==> src/hw/rtl/fir49_pkg.sv <==
// Shared constants, tap weights and status types for the 49-tap low-pass FIR.
// Used by fir49_tap_cell, fir49_div and fir_lowpass_49_tap_unit.
package fir49_pkg;

	// Default sample width and fixed filter geometry.
	localparam int SAMPLE_WIDTH = 16;
	localparam int TAP_COUNT    = 49;
	localparam int OUT_W        = 18;

	// The accumulator needs 16 bits above the sample: the sum of |weights| is below 2^15.
	localparam int ACC_GROWTH   = 16;

	// Pipeline stages from the tap chain output to the output register.
	localparam int STAGES       = 4;

	// Tap weights scaled by 10000; index 0 multiplies the newest sample.
	localparam int TapWeight [TAP_COUNT] = '{
		46, 74, -24, -71, 33, 1, -94, 40, 44, -133,
		30, 114, -179, -11, 223, -225, -109, 396, -263, -348,
		752, -289, -1204, 2879, 6369, 2879, -1204, -289, 752, -338,
		-263, 396, -109, -225, 223, -11, -179, 114, 30, 133,
		44, 40, -94, 1, 33, -71, -24, 74, 46
	};

	// Stage valid bits, reported from the divider pipeline to the top level.
	typedef struct packed {
		logic [STAGES-1:0] vld;
	} fir49_pipe_st_t;

endpackage

==> src/hw/rtl/fir49_tap_cell.sv <==
// One cell of the transposed-form tap chain: constant multiply plus partial sum register.
// Depends on fir49_pkg for the default sample width.
module fir49_tap_cell import fir49_pkg::*; #(
	parameter int SAMPLE_WIDTH = fir49_pkg::SAMPLE_WIDTH,
	parameter int ACC_W        = fir49_pkg::SAMPLE_WIDTH + fir49_pkg::ACC_GROWTH,
	parameter int COEF         = 0
) (
	input  logic                           clk,
	input  logic                           arst_n,
	input  logic                           en,
	input  logic signed [SAMPLE_WIDTH-1:0] x,
	input  logic signed [ACC_W-1:0]        z_in,
	output logic signed [ACC_W-1:0]        z_out
);

	localparam logic signed [ACC_W-1:0] CoefExt = ACC_W'(COEF);

	logic signed [ACC_W-1:0] x_ext;
	logic signed [ACC_W-1:0] prod;
	logic signed [ACC_W-1:0] z_q;

	// Weighted sample joins the partial sum handed over by the older neighbor.
	assign x_ext = ACC_W'(x);
	assign prod  = x_ext * CoefExt;

	// The partial sum moves one place toward the output on each accepted item.
	always_ff @(posedge clk or negedge arst_n) begin
		if (!arst_n) begin
			z_q <= '0;
		end else if (en) begin
			z_q <= prod + z_in;
		end
	end

	assign z_out = z_q;

endmodule

==> config.mk <==
export PLATFORM = sky130hd
export DESIGN_NAME = fir49_tap_cell
export DESIGN_NICKNAME = d
export VERILOG_FILES = /design/src/hw/rtl/fir49_pkg.sv /design/src/hw/rtl/fir49_tap_cell.sv
export SDC_FILE = /design/constraint.sdc
export NUM_CORES = 1
export LEC_CHECK = 0
export BUFFER_PORTS_ARGS = -buffer_cell sky130_fd_sc_hd__buf_2
export CAP_MARGIN = 20
export CORE_MARGIN = 5
export CORE_UTILIZATION = 45
export DETAILED_ROUTE_END_ITERATION = 10
export GPL_TIMING_DRIVEN = 0
export HOLD_SLACK_MARGIN = 0.05
export PLACE_DENSITY = 0.83
export SLEW_MARGIN = 15
export SYNTH_ARGS = -nofsm -noshare
export SYNTH_HDL_FRONTEND = slang
export SYNTH_SLANG_ARGS = --single-unit
==> constraint.sdc <==
create_clock -name clk -period 1.7 [get_ports clk]
set_clock_uncertainty 0.1 [all_clocks]
set_input_delay 0.085 -clock clk [delete_from_list [all_inputs] [get_ports clk]]
set_output_delay 0.085 -clock clk [all_outputs]
set_load 0.01 [all_outputs]
After elaboration in Yosys (flattened, before gate mapping)

Cells that the tools add are included.

Input port bits: 51
Word-level logic and storage cells: 1
Output and inout port bits: 32
Flip-flop bits (word level): 32

Depth between registers and ports, before layout

Word-level depth: 0
Mapped depth: 3
Depth with buffers taken out: 1

Least setup slack after synthesis

OpenSTA, ideal clock, no wires.

Kind: reg-to-reg
From: register z_out[0] (netlist name)
To: register z_q[0], in the netlist z_out[0]
Clock period less this slack: 879 ps
Slack: 821 ps
Setup time: 125 ps
Arrival time: 654 ps
Data required time: 1475 ps
Path buffers: 0
Stages on the path, launching flop included: 2
Path through: dfrtp_1 -> mux2_4

RTL lines:

| item                 | RTL line             | source |
|---|---|---|
| to (signal assigned) | fir49_tap_cell.sv:31 | `z_q <= prod + z_in;` |
| to (decl)            | fir49_tap_cell.sv:20 | `logic signed [ACC_W-1:0] z_q;` |

Worst setup path in the final report

From: input port z_in[29]
To: register z_q[29], in the netlist z_out[29]

RTL lines:

| item        | RTL line             | source |
|---|---|---|
| from (decl) | fir49_tap_cell.sv:12 | `input logic signed [ACC_W-1:0] z_in,` |

No word-level cell between the ends.

==> flow_metrics.tcl <==
set metrics [dict create \
    maxSlewHeadroom_pct 54.2 \
    clockBufferDepth 2 \
    tightest_slew_ns 0.688 \
    synth_warnings 0 \
    area_delta_synth_final_pct 60.2 \
    top_usage_layer "met2" \
    layoutNonFillerInstCount 207 \
    cts_tree "built" \
    rr_startpoint "z_out[31]" \
    avgSynthCellArea_um2 19.8 \
    crit_type "in2reg" \
    use_met2_pct 31.7 \
    hp-class "in2reg" \
    vias_per_cell 4.64 \
    r2r-end "z_out[31]" \
    vias 960 \
    seq_area_frac_synth_pct 59.5 \
    hold_violations 0 \
    fp.dieW_um 64.7 \
    drt-initial-drc-count 31 \
    core_area_um2 2810 \
    grt_pass1_wl_mm 5.24 \
    global_route.usage.met1_pct 17.1 \
    grt_max_degree 33 \
    wire_per_inst_um 16.0 \
    grtUsageTotal_pct 16.9 \
    holdCritStartpoint "en" \
    initial_utilization_pct 47.9 \
    fillers 182 \
    endpoint "z_out[29]" \
    port_buffers 65 \
    wl_mm 3.32 \
    antenna-diode-count 0 \
    start_kind "primary input" \
    first_global_vias 1115 \
    synth_nets 119 \
    grt-ovfl-total 0 \
    layout-drive-gt1-share_pct 61.9 \
    crit_start "z_in[29]" \
    clk_pin_slew_ns 0.10 \
    core.rowCount 19 \
    dp_hpwl_mm 2.08 \
    cp_data_required_time_ns 1.81 \
    h-tree-depth 2 \
    synth.distinct_cells 5 \
    maxCapViolCount 0 \
    critPathMaxFanout 1 \
    setup_viol 0 \
    finalMaxSlewViolations 0 \
    placed_cell_area_um2 1710 \
    die_h_um 64.7 \
    die-area_um2 4180 \
    reg2reg_depth 2 \
    fin_nets 226 \
    clock_latency_ns 0.32 \
    largest_register_ffs 32 \
    cts-buffers-inserted 5 \
    cp-end-kind "flip-flop" \
    clock-root-buffer "clkbuf_4" \
    power.leakage_nw 1.12 \
    ant_nets 0 \
    post-route-drc-count 0 \
    cts.sinks 32 \
    ir_drop_mv 0.583 \
    finalWeightedCongestion 0.709 \
    status "finished clean" \
    ys_seq_elements 32 \
    r2r_slack_ns 0.27 \
    period_needed_ns 1.43 \
    fmax_mhz 698 \
    fin_area_um2 2150 \
    dr.pass1.iters 4 \
    synth_area_um2 1350 \
    io_pins 83 \
    grt_use_met3_pct 6.22 \
    powerDensity_nw_per_um2 894 \
    synth_cells 68 \
    tns_ns 0 \
    antenna_found_initial 0 \
    rsz0062_at_grt "false" \
    dpl.cell_count 164 \
    cp.arrival_ns 1.55 \
    fin_crit_sh_pct 84.2 \
]
through the flow:
| step | hold WS (ns) | util [%] | power, mW | setup WS (ns) |
|---|---|---|---|---|
| final | 0.108 | 76.8 | 1.93 | 0.268 |
| after global routing | 0.0852 | 76.8 | 2.02 | 0.257 |
| after CTS | 0.0926 | 76.8 | 1.95 | 0.257 |
| after detailed placement | 0.0677 | 60.9 | 1.24 | 0.802 |
| after global placement | 0.0421 | 60.9 | 1.22 | 0.820 |
| after floorplan | -0.311 | - | 1.08 | 0.821 |
synthesized netlist by cell type:
library cell / n / area share, %
mux2_4: 30 / 33
buf_12: 3 / 4.5
mux2_2: 2 / 1.7
buf_6: 1 / 0.84
dfrtp_1: 32 / 60
layer usage:
metal | vias to the layer above | part of all wire, %
met2 | 43 | 54
met4 | 0 | 1.6
met3 | 6 | 7.4
li1 | 451 | -
met1 | 460 | 37
met5 | - | 0
where the power goes:
part | total [mW] | switching [mW] | internal, mW
Sequential | 0.880 | 0.0428 | 0.837
Combinational | 0.411 | 0.153 | 0.258
Clock | 0.635 | 0.245 | 0.390
Total | 1.93 | 0.441 | 1.49
cells by family (layout without fill, tap and decap cells):
| logic type | count (synthesis) | after routing | synth area share [%] |
|---|---|---|---|
| buf+inv | 4 | 112 | 5.30 |
| mux | 32 | 32 | 35.2 |
| flops | 32 | 32 | 59.5 |
cell usage in the layout (no fill, tap or decap):
cell,netlist,routed
buf_2,0,65
dlygate4sd3_1,0,35
dfrtp_1,32,32
mux2_4,30,30
clkbuf_4,0,5
buf_12,3,3
mux2_2,2,2
clkbuf_8,0,2
buf_6,1,1
bufinv_16,0,1
worst min path at each step:
stage / endpoint / slack [ns] / depth (start not counted)
2_1_floorplan: z_out[0] / -0.31 / 0
3_3_place_gp: z_out[22] / 0.04 / 1
3_5_place_dp: z_out[13] / 0.07 / 1
4_1_cts: z_out[6] / 0.09 / 3
5_1_grt: z_out[27] / 0.09 / 3
6_report: z_out[6] / 0.11 / 3
timing repair:
action	CTS	global route
setup buffers	0	0
gates resized for setup	0	0
hold endpoints to repair	64	0
hold buffers	35	0
layout make-up:
class	count	area [um^2]	area share [%]
well taps	31	38.8	1.80
clock inverters	1	30.0	1.39
flip-flops and latches	32	801	37.2
clock buffers	7	65.1	3.02
plain buffers	4	71.3	3.31
multi-input cells	32	473	22.0
repair buffers	100	676	31.4
worst max-delay path, stage by stage:
cell           delay (ns)
dlygate4sd3_1        0.54
buf_2                0.13
mux2_2               0.25
dlygate4sd3_1        0.55
Power figures use the tool's default switching activity.
