[src/hw/rtl/fir49_pkg.sv]
// Shared constants, tap weights and status types for the 49-tap low-pass FIR.
// Used by fir49_tap_cell, fir49_div and fir_lowpass_49_tap_unit.
package fir49_pkg;

	// Default sample width and fixed filter geometry.
	localparam int SAMPLE_WIDTH = 16;
	localparam int TAP_COUNT    = 49;
	localparam int OUT_W        = 18;

	// The accumulator needs 16 bits above the sample: the sum of |weights| is below 2^15.
	localparam int ACC_GROWTH   = 16;

	// Pipeline stages from the tap chain output to the output register.
	localparam int STAGES       = 4;

	// Tap weights scaled by 10000; index 0 multiplies the newest sample.
	localparam int TapWeight [TAP_COUNT] = '{
		46, 74, -24, -71, 33, 1, -94, 40, 44, -133,
		30, 114, -179, -11, 223, -225, -109, 396, -263, -348,
		752, -289, -1204, 2879, 6369, 2879, -1204, -289, 752, -338,
		-263, 396, -109, -225, 223, -11, -179, 114, 30, 133,
		44, 40, -94, 1, 33, -71, -24, 74, 46
	};

	// Stage valid bits, reported from the divider pipeline to the top level.
	typedef struct packed {
		logic [STAGES-1:0] vld;
	} fir49_pipe_st_t;

endpackage

[src/hw/rtl/fir49_div.sv]
// Divide-by-10000 pipeline with truncation toward zero and 18-bit saturation,
// plus the stage handshake. Depends on fir49_pkg.
module fir49_div import fir49_pkg::*; #(
	parameter int ACC_W = fir49_pkg::SAMPLE_WIDTH + fir49_pkg::ACC_GROWTH
) (
	input  logic                    clk,
	input  logic                    arst_n,
	input  logic                    in_valid,
	output logic                    take,
	input  logic signed [ACC_W-1:0] acc_s1,
	output logic                    out_valid,
	input  logic                    out_ready,
	output logic signed [OUT_W-1:0] filtered,
	output fir49_pipe_st_t          st
);

	// Magnitudes at or above LIMIT saturate, so only 31 bits need exact division.
	localparam int MW        = (ACC_W > 31) ? ACC_W : 31;
	localparam int QMAX      = 1 << (OUT_W - 1);
	localparam longint LIMIT = longint'(QMAX) * 10000;
	localparam int MQ_W      = 27;
	localparam int RSH       = 37;
	localparam int RW        = 28;
	localparam logic [RW-1:0] RECIP = RW'(((64'd1 << RSH) + 64'd624) / 64'd625);
	localparam int PW        = MQ_W + RW;

	logic [STAGES-1:0] vld_q;
	logic [STAGES:0]   rdy;

	logic [MW-1:0]     mag;
	logic [MW-1:0]     mag_c;
	logic [PW-1:0]     prod;

	logic [MQ_W-1:0]   m_s2;
	logic              neg_s2;
	logic [OUT_W-1:0]  q_s3;
	logic              neg_s3;
	logic [OUT_W-1:0]  y_s4;

	// Each stage may load when it is empty or its successor moves on.
	always_comb begin
		rdy[STAGES] = out_ready;
		for (int i = STAGES - 1; i >= 0; i--) begin
			rdy[i] = !vld_q[i] || rdy[i+1];
		end
	end

	assign take = rdy[0];

	always_ff @(posedge clk or negedge arst_n) begin
		if (!arst_n) begin
			vld_q <= '0;
		end else begin
			if (rdy[0]) begin
				vld_q[0] <= in_valid;
			end
			for (int i = 1; i < STAGES; i++) begin
				if (rdy[i]) begin
					vld_q[i] <= vld_q[i-1];
				end
			end
		end
	end

	// Stage 2: magnitude, clamp, and the free divide by 16.
	assign mag   = MW'($unsigned(acc_s1[ACC_W-1] ? -acc_s1 : acc_s1));
	assign mag_c = (mag > MW'(LIMIT)) ? MW'(LIMIT) : mag;

	always_ff @(posedge clk) begin
		if (rdy[1] && vld_q[0]) begin
			m_s2   <= mag_c[MQ_W+3:4];
			neg_s2 <= acc_s1[ACC_W-1];
		end
	end

	// Stage 3: divide by 625 through a reciprocal; exact below 2^27.
	assign prod = PW'(m_s2) * PW'(RECIP);

	always_ff @(posedge clk) begin
		if (rdy[2] && vld_q[1]) begin
			q_s3   <= prod[RSH+OUT_W-1:RSH];
			neg_s3 <= neg_s2;
		end
	end

	// Stage 4: restore the sign; only the positive side can exceed the range.
	always_ff @(posedge clk) begin
		if (rdy[3] && vld_q[2]) begin
			if (neg_s3) begin
				y_s4 <= -q_s3;
			end else if (q_s3 > OUT_W'(QMAX - 1)) begin
				y_s4 <= OUT_W'(QMAX - 1);
			end else begin
				y_s4 <= q_s3;
			end
		end
	end

	assign out_valid = vld_q[STAGES-1];
	assign filtered  = $signed(y_s4);
	assign st.vld    = vld_q;

endmodule

[config.mk]
export PLATFORM = sky130hd
export DESIGN_NAME = fir49_div
export DESIGN_NICKNAME = d
export VERILOG_FILES = /design/src/hw/rtl/fir49_pkg.sv /design/src/hw/rtl/fir49_div.sv
export SDC_FILE = /design/constraint.sdc
export NUM_CORES = 1
export LEC_CHECK = 0
export BUFFER_PORTS_ARGS = -buffer_cell sky130_fd_sc_hd__buf_4
export CORE_ASPECT_RATIO = 0.8
export CORE_UTILIZATION = 40
export DETAILED_ROUTE_END_ITERATION = 16
export SLEW_MARGIN = 0
export SYNTH_ARGS = -nofsm -noshare
export SYNTH_HDL_FRONTEND = slang
export SYNTH_SLANG_ARGS = --single-unit
export TNS_END_PERCENT = 1
[constraint.sdc]
create_clock -name clk -period 7.5 [get_ports clk]
set_input_delay 1.5 -clock clk [delete_from_list [all_inputs] [get_ports clk]]
set_output_delay 1.5 -clock clk [all_outputs]
set_load 0.03 [all_outputs]
-- After elaboration in Yosys (flattened, before gate mapping)
Cells that the tools add are included.
Widths: inputs -> output; s select.
- add/sub/neg operators: 2
- multiply operators: 1
- divide/modulo/power cells: 0
- magnitude comparators: 2
- eq/ne operators: 0
- shift-type cells: 0
- mux-type cells: 3
- bitwise operators: 0
- reduce and logical (&&, ||, !) cells: 11
- operators by type and width (operator ; count):
    $mul 27x27->54 const B ; 1
    $mux 18 ; 2
    $gt 32x31->1 const B ; 1
    $mux 32 ; 1
    $neg 32->32 ; 1
    $gt 18x17->1 const B ; 1
    $neg 18->18 ; 1
    $logic_not 1->1 ; 4
    $logic_or 1x1->1 ; 4
    $logic_and 1x1->1 ; 3
- register bits: 69
- latch bits: 0
- RAM bits: 0
- memory bits (read-only): 0
- output and inout port bits: 24
- logic and storage cells: 28
- memories kept: 0

-- Depth between registers and ports, before layout
Gate-level depths: netlist of the first run.
- word-level depth: 5
- depth in mapped cells: 23
- mapped depth without buffers: 23

-- Least setup slack after synthesis of the first run
No wires, ideal clock.
- kind: register to register
- from: reg m_s2[7]
- to: reg q_s3[16], data pin
- arrival time: 6.208 ns
- data required time: 7.293 ns
- setup slack: 1.085 ns
- stages on the path, launching flop included: 22
- path buffers: 0
- clock period less this slack: 6.415 ns
- cell sequence: edfxtp_1 -> ha_1 -> fa_1 -> inv_1 -> fa_1 -> fa_1 -> fa_1 -> inv_1 -> fa_1 -> inv_1 -> fa_1 -> inv_1 -> ha_1 -> nand3_1 -> nor2_1 -> nand2_1 -> nor3_1 -> a31oi_1 -> o31a_1 -> o21bai_1 -> mux2i_1 -> a2111oi_0
- word-level cells in the longest chain between the ends: 1
- RTL lines (what ; RTL line ; RTL):
    start, declared ; fir49_div.sv:34 ; logic [MQ_W-1:0] m_s2;
    start signal, assigned ; fir49_div.sv:71 ; m_s2 <= mag_c[MQ_W+3:4];
    $mul 27x27->54 ; fir49_div.sv:77 ; assign prod = PW'(m_s2) * PW'(RECIP);
    named net prod[53] ; fir49_div.sv:32 ; logic [PW-1:0] prod;
    end signal, assigned ; fir49_div.sv:81 ; q_s3 <= prod[RSH+OUT_W-1:RSH];
    end, declared ; fir49_div.sv:36 ; logic [OUT_W-1:0] q_s3;
The timed path passes the listed nets, and every way through them passes these cells.
A chain may end at the register's enable or synchronous reset.

-- Worst setup path after layout of the first run
- from: reg m_s2[12]
- to: reg q_s3[16], data pin
The elaborated chain is that of the path after synthesis.

==> results of run 1 <==
## cells in the mapped netlist (all sizes together), types with 16 or more instances
master  number
inv        548
fa         321
ha         271
edfxtp      65
a21oi       63
nor2        62
nand2       39
o21ai       38
xor2        34
a21o        23
nand3       19
a31oi       18
nand2b      16
## worst max-delay path, stage by stage, from the launching register on
cell,delay [ns]
edfxtp_1,0.57
ha_1,0.46
inv_1,0.17
fa_1,0.53
inv_1,0.05
fa_1,0.52
fa_1,0.44
fa_1,0.52
fa_1,0.54
inv_1,0.05
fa_1,0.53
inv_1,0.05
ha_1,0.30
a21oi_1,0.12
o21ai_0,0.18
a311oi_1,0.26
o21ai_0,0.13
a31oi_1,0.34
o31a_1,0.34
o21bai_1,0.19
mux2i_1,0.15
a2111oi_0,0.35
## state kept, by name (all words and copies together) (netlist names)
| register | count |
|---|---|
| m_s2 | 27 |
| filtered | 18 |
| neg_s3 | 1 |
| st | 4 |
| q_s3 | 18 |
| neg_s2 | 1 |
## metrics by stage
step | cell area, um^2 | cells
after floorplan | 16600 | 1668
after global placement | 17800 | 2271
after detailed placement | 17800 | 2271
after CTS | 18100 | 2286
after global routing | 18100 | 2290
final | 18100 | 2290
## logic make-up (layout without fill, tap and decap cells)
group | Yosys count | in the layout
compound gates | 184 | 184
xor+xnor | 48 | 48
fa+ha+maj | 592 | 592
buf+inv | 567 | 645
flops | 69 | 69
mux | 2 | 2
simple gates | 206 | 206
## cell type report
class / instances / area share
Clock buffer: 10 / 0.0126
Clock inverter: 5 / 0.00421
Inverter: 548 / 0.113
Multi-Input combinational cell: 1032 / 0.685
Sequential cell: 69 / 0.113
Tap cell: 544 / 0.0375
Timing Repair Buffer: 82 / 0.0339
## metal layers
| layer | up-vias | global-route usage |
|---|---|---|
| met1 | 5687 | 0.338 |
| met2 | 302 | 0.312 |
| met4 | 0 | 0.0331 |
| li1 | 5303 | - |
| met3 | 18 | 0.0566 |
| met5 | - | 0 |
## worst paths after layout
check,startpoint,end,slack (ns),cells past startpoint
setup / recovery,m_s2[12],q_s3[16],0.47,21
hold / removal,neg_s2,neg_s3,0.49,0
setup reg to reg,m_s2[12],q_s3[16],0.47,21
hold reg to reg,neg_s2,neg_s3,0.49,0
max in group asynchronous,arst_n,st[3],6.47,1
min in group asynchronous,arst_n,st[0],0.93,1
## repair_timing
item | CTS | global route
buffers inserted | 0 | 4
setup endpoints to repair | 0 | 1
gates resized for setup | 0 | 1
==> out/qor.yml, run 1 <==
route:
  drt_first_pass_iters: 5
  drtIter0Drc: 769
  vias: 11310
  drt_wl_total_um: 43900
  drc_errors: 0
  route.met3.wl_um: 3930
  vias_per_cell: 4.94
  wl_met1_um: 22100
  dr.max_layer_used: "met4"
  ant_nets: 0
  wl_met2_um: 17600
  wl_per_cell_um: 19.2
critical_path:
  cp.required_ns: 7.64
  cp.arrival_ns: 7.17
  cp-start-kind: "register"
  end_kind: "register"
  critical_path_class: "register to register"
  path_max_fanout: 8
hold_path:
  hold_class: "register to register"
synthesis:
  yosys-top-cells-area: "fa_1 39%, ha_1 20%, inv_1 12%, edfxtp_1 12%, a21oi_1 1.9%"
  synth_warnings: 0
  synth.avg_cell_area_um2: 9.98
  synthArstFlopShare: 0.0580
  synth_fa_ha_area_frac: 0.590
  syn_nets: 2296
  yosysTopAreaCell: "fa_1"
  synth-compound-area-share: 0.0685
  synth_sequential_area_ratio: 0.123
  synth_area_um2: 16600
  yosys.area_share.simple: 0.0625
  synth_cells: 1668
  ys.flop_type: "edfxtp_1"
  yosysUniqueCellTypes: 55
  synth-edff-count: 65
  synthMuxAreaShare: 0.00120
  yosysTopAreaCellShare: 0.386
  synth_top_family_by_area: "adder cells"
  synth-xor-area-share: 0.0253
  synth_seq_cells: 69
timing:
  rsz0062_at_grt: "no"
  clock_skew_ns: 0.0133
  timing.fmax_mhz: 142
  setup_slack_ns: 0.470
  tns_ns: 0
  drv_slew: 0
  hold_violations: 0
  setup_viol: 0
  slew_headroom: 0.323
  min_period_over_period: 0.937
  tightest_slew_ns: 1.01
  finalCriticalPeriod_ns: 7.03
  hold_slack_ns: 0.486
outcome:
  outcome: "complete, no violations"
clock_network:
  cts_hold_buf: 0
  clk_latency_ns: 0.35
  clk_pin_slew_ns: 0.06
  root_buffer: "clkbuf_16"
  cts_buffers: 9
  cts.sinks: 69
  cts_tree: "yes"
  cts.path.max_buffers: 2
  htree_levels: 3
finish:
  diodes: 0
  synthToLayoutAreaGrowth_pct: 9.08
  fin_nets: 2370
  seq_area_um2: 2050
  drive_gt1_frac: 0.0584
  multi_input_area_um2: 12400
  mostFrequentLayoutCells: "548 x inv_1, 321 x fa_1, 270 x ha_1, 82 x buf_4, 65 x edfxtp_1"
  final_common_cell: "inv_1"
  fin_util: 0.445
  fill_cells: 4006
place:
  place_congestion: 0.971
  place_hpwl_um: 40000
  dpl_worst_slack_ns: 0.357
  portBuffers: 59
flow_run:
  cap_viol_max_count: 0
grt:
  grt-ovfl-total: 0
  grt_max_degree: 36
  grt_first_pass_wirelength_um: 68700
  grtUsageTotal: 0.220
  antenna_found_initial: 0
  first_global_vias: 11933
floorplanning:
  rows: 66
  die_y_um: 184
  io_pins: 60
  initial_core_util: 0.408
  dieArea_um2: 42400
  core_um2: 40800
  die_w_um: 230
Power of run 1 is left out: the tool's default activity adds up to more than one toggle a clock period on the data nets, which glitch-free logic cannot reach.
==> run 2, diff against run 1 <==
Settings changed: ABC_AREA from default to 1.
==> out/qor.yml, run 2 <==
synthesis:
  synth_fa_ha_area_frac: 0.545
  synth-xor-area-share: 0.0131
  ys.flop_type: "edfxtp_1"
  yosysTopAreaCellShare: 0.357
  synth_seq_cells: 69
  synth_cells: 2063
  synth-edff-count: 65
  synth-compound-area-share: 0.0665
  synthArstFlopShare: 0.0580
  synth.most_common_cell: "inv_1"
  synth_sequential_area_ratio: 0.114
  synth_area_um2: 18000
  netlist_top_cells_count: "655 x inv_1, 321 x fa_1, 271 x ha_1"
  yosysUniqueCellTypes: 42
  synth_warnings: 0
  synthMuxAreaShare: 0
  yosysTopAreaCell: "fa_1"
  syn_nets: 2691
  synth_top_family_by_area: "adder cells"
  yosys.area_share.simple: 0.121
  synth.avg_cell_area_um2: 8.73
  yosys-top-cells-area: "fa_1 36%, ha_1 19%, inv_1 14%, edfxtp_1 11%, nand2_1 5.1%"
finish:
  fin_nets: 2753
  mostFrequentLayoutCells: "655 x inv_1, 321 x fa_1, 271 x ha_1, 244 x nand2_1, 141 x nor2_1"
  drive_gt1_frac: 0.0610
  diodes: 0
  largest_reg_flops: 27
  fin_area_um2: 19500
  synthToLayoutAreaGrowth_pct: 8.05
  final_common_cell: "inv_1"
  largest_register: "m_s2"
clock_network:
  cts_buffers: 9
  cts_resized: 0
  htree_levels: 3
  cts.path.max_buffers: 2
  clk_latency_ns: 0.37
  clk_pin_slew_ns: 0.07
  cts_hold_buf: 0
  cts.sinks: 69
  cts_tree: "yes"
  root_buffer: "clkbuf_16"
  cts_setup_buffers: 0
critical_path:
  worst-path-buf-inv: 4
  cp-start-kind: "register"
  critical_path_class: "register to register"
  cp.arrival_ns: 6.76
  end_kind: "register"
  slowest_delay_ns: 0.62
  cp.required_ns: 7.62
  path_max_fanout: 8
  path_cells: "ha_1, fa_1, inv_1, fa_1, inv_1, fa_1, fa_1, fa_1, inv_1, fa_1, inv_1, ha_1, nand2_1, nor2_1, nand2_1, nor4_1, nand3_1, nand3_1, a21boi_0, xnor2_1"
  slowest_stage: "edfxtp_1"
  critPathTopFamily: "adder cells"
  crit_top_cell: "fa_1"
grt:
  antenna_found_initial: 0
  first_global_vias: 13880
  grt_max_degree: 42
  grt_first_pass_wirelength_um: 81000
  grt-ovfl-total: 0
  grtUsageTotal: 0.239
timing:
  tns_ns: 0
  clock_skew_ns: 0.00810
  tightest_slew_ns: 0.767
  timing.fmax_mhz: 150
  hold_violations: 0
  setup_viol: 0
  finalCriticalPeriod_ns: 6.65
  drv_slew: 0
  slew_headroom: 0.487
  min_period_over_period: 0.886
  rsz0062_at_grt: "no"
floorplanning:
  initial_core_util: 0.405
  die_y_um: 192
  io_pins: 60
  rows: 69
  core_um2: 44500
  die_w_um: 239
  dieArea_um2: 45900
route:
  vias_per_cell: 4.88
  drt_wl_total_um: 51300
  drtIter0Drc: 993
  vias: 13334
  drc_errors: 2
  drt_first_pass_iters: 11
  ant_nets: 0
  wl_per_cell_um: 18.8
outcome:
  violations: "design-rule violations"
  outcome: "complete, but fails checks"
place:
  place_congestion: 1.02
  place_hpwl_um: 46500
  placed_area_um2: 19200
  portBuffers: 59
flow_run:
  cap_viol_max_count: 0
hold_path:
  hold_class: "register to register"
-- run 2: cell types whose count changed after synthesis, moves of 16 or more --
cell,change
a21oi_2,+19
inv_1,+107
nand2_1,+205
nand2b_1,-16
nand3_1,+19
nor2_1,+79
o21ai_0,+34
-- run 2: cells by family (layout without fill, tap and decap cells) --
group	count (synthesis)	in the layout
buf+inv	668	735
fa+ha+maj	592	592
xor+xnor	27	27
compound gates	205	205
flops	69	69
simple gates	502	502
-- run 2: per-stage QoR --
stage | utilization | hold slack, ns | std cells | worst slack, ns
3_3_place_gp | 0.431 | 0.478 | 2717 | 0.931
6_report | 0.438 | 0.485 | 2733 | 0.854
2_1_floorplan | - | 0.400 | 2063 | 1.68
5_1_grt | 0.438 | 0.508 | 2733 | 0.598
3_5_place_dp | 0.431 | 0.477 | 2717 | 0.908
4_1_cts | 0.438 | 0.492 | 2733 | 0.872
-- run 2: worst reg2reg max path, stage by stage (launching register included) --
cell,delay (ns)
edfxtp_1,0.62
ha_1,0.57
fa_1,0.61
inv_1,0.07
fa_1,0.57
inv_1,0.07
fa_1,0.52
fa_1,0.53
fa_1,0.55
inv_1,0.05
fa_1,0.53
inv_1,0.04
ha_1,0.33
nand2_1,0.09
nor2_1,0.13
nand2_1,0.12
nor4_1,0.38
nand3_1,0.12
nand3_1,0.18
a21boi_0,0.13
xnor2_1,0.17
-- run 2: cell type report --
| type | count | area (um^2) |
|---|---|---|
| Multi-Input combinational cell | 1326 | 13400 |
| Clock inverter | 7 | 82.6 |
| Clock buffer | 9 | 225 |
| Sequential cell | 69 | 2050 |
| Timing Repair Buffer | 62 | 465 |
| Tap cell | 603 | 754 |
| Fill cell | 4474 | 25000 |
| Inverter | 657 | 2470 |
-- run 2: worst paths after layout --
| kind | startpoint | to | slack (ns) | cells after the start |
|---|---|---|---|---|
| max in group asynchronous | arst_n | st[0] | 6.49 | 1 |
| min reg2reg | st[2] | st[3] | 0.48 | 2 |
| max | m_s2[6] | q_s3[11] | 0.85 | 20 |
| min | st[2] | st[3] | 0.48 | 2 |
| min in group asynchronous | arst_n | st[2] | 0.91 | 1 |
| max reg2reg | m_s2[6] | q_s3[11] | 0.85 | 20 |
-- run 2: per-layer routing --
layer | wire length (um) | global-route usage
met1 | 25900 | 0.368
met3 | 3840 | 0.0450
met4 | 568 | 0.0419
met2 | 21000 | 0.349
met5 | 0 | 0
Power of run 2 is left out for the same reason.
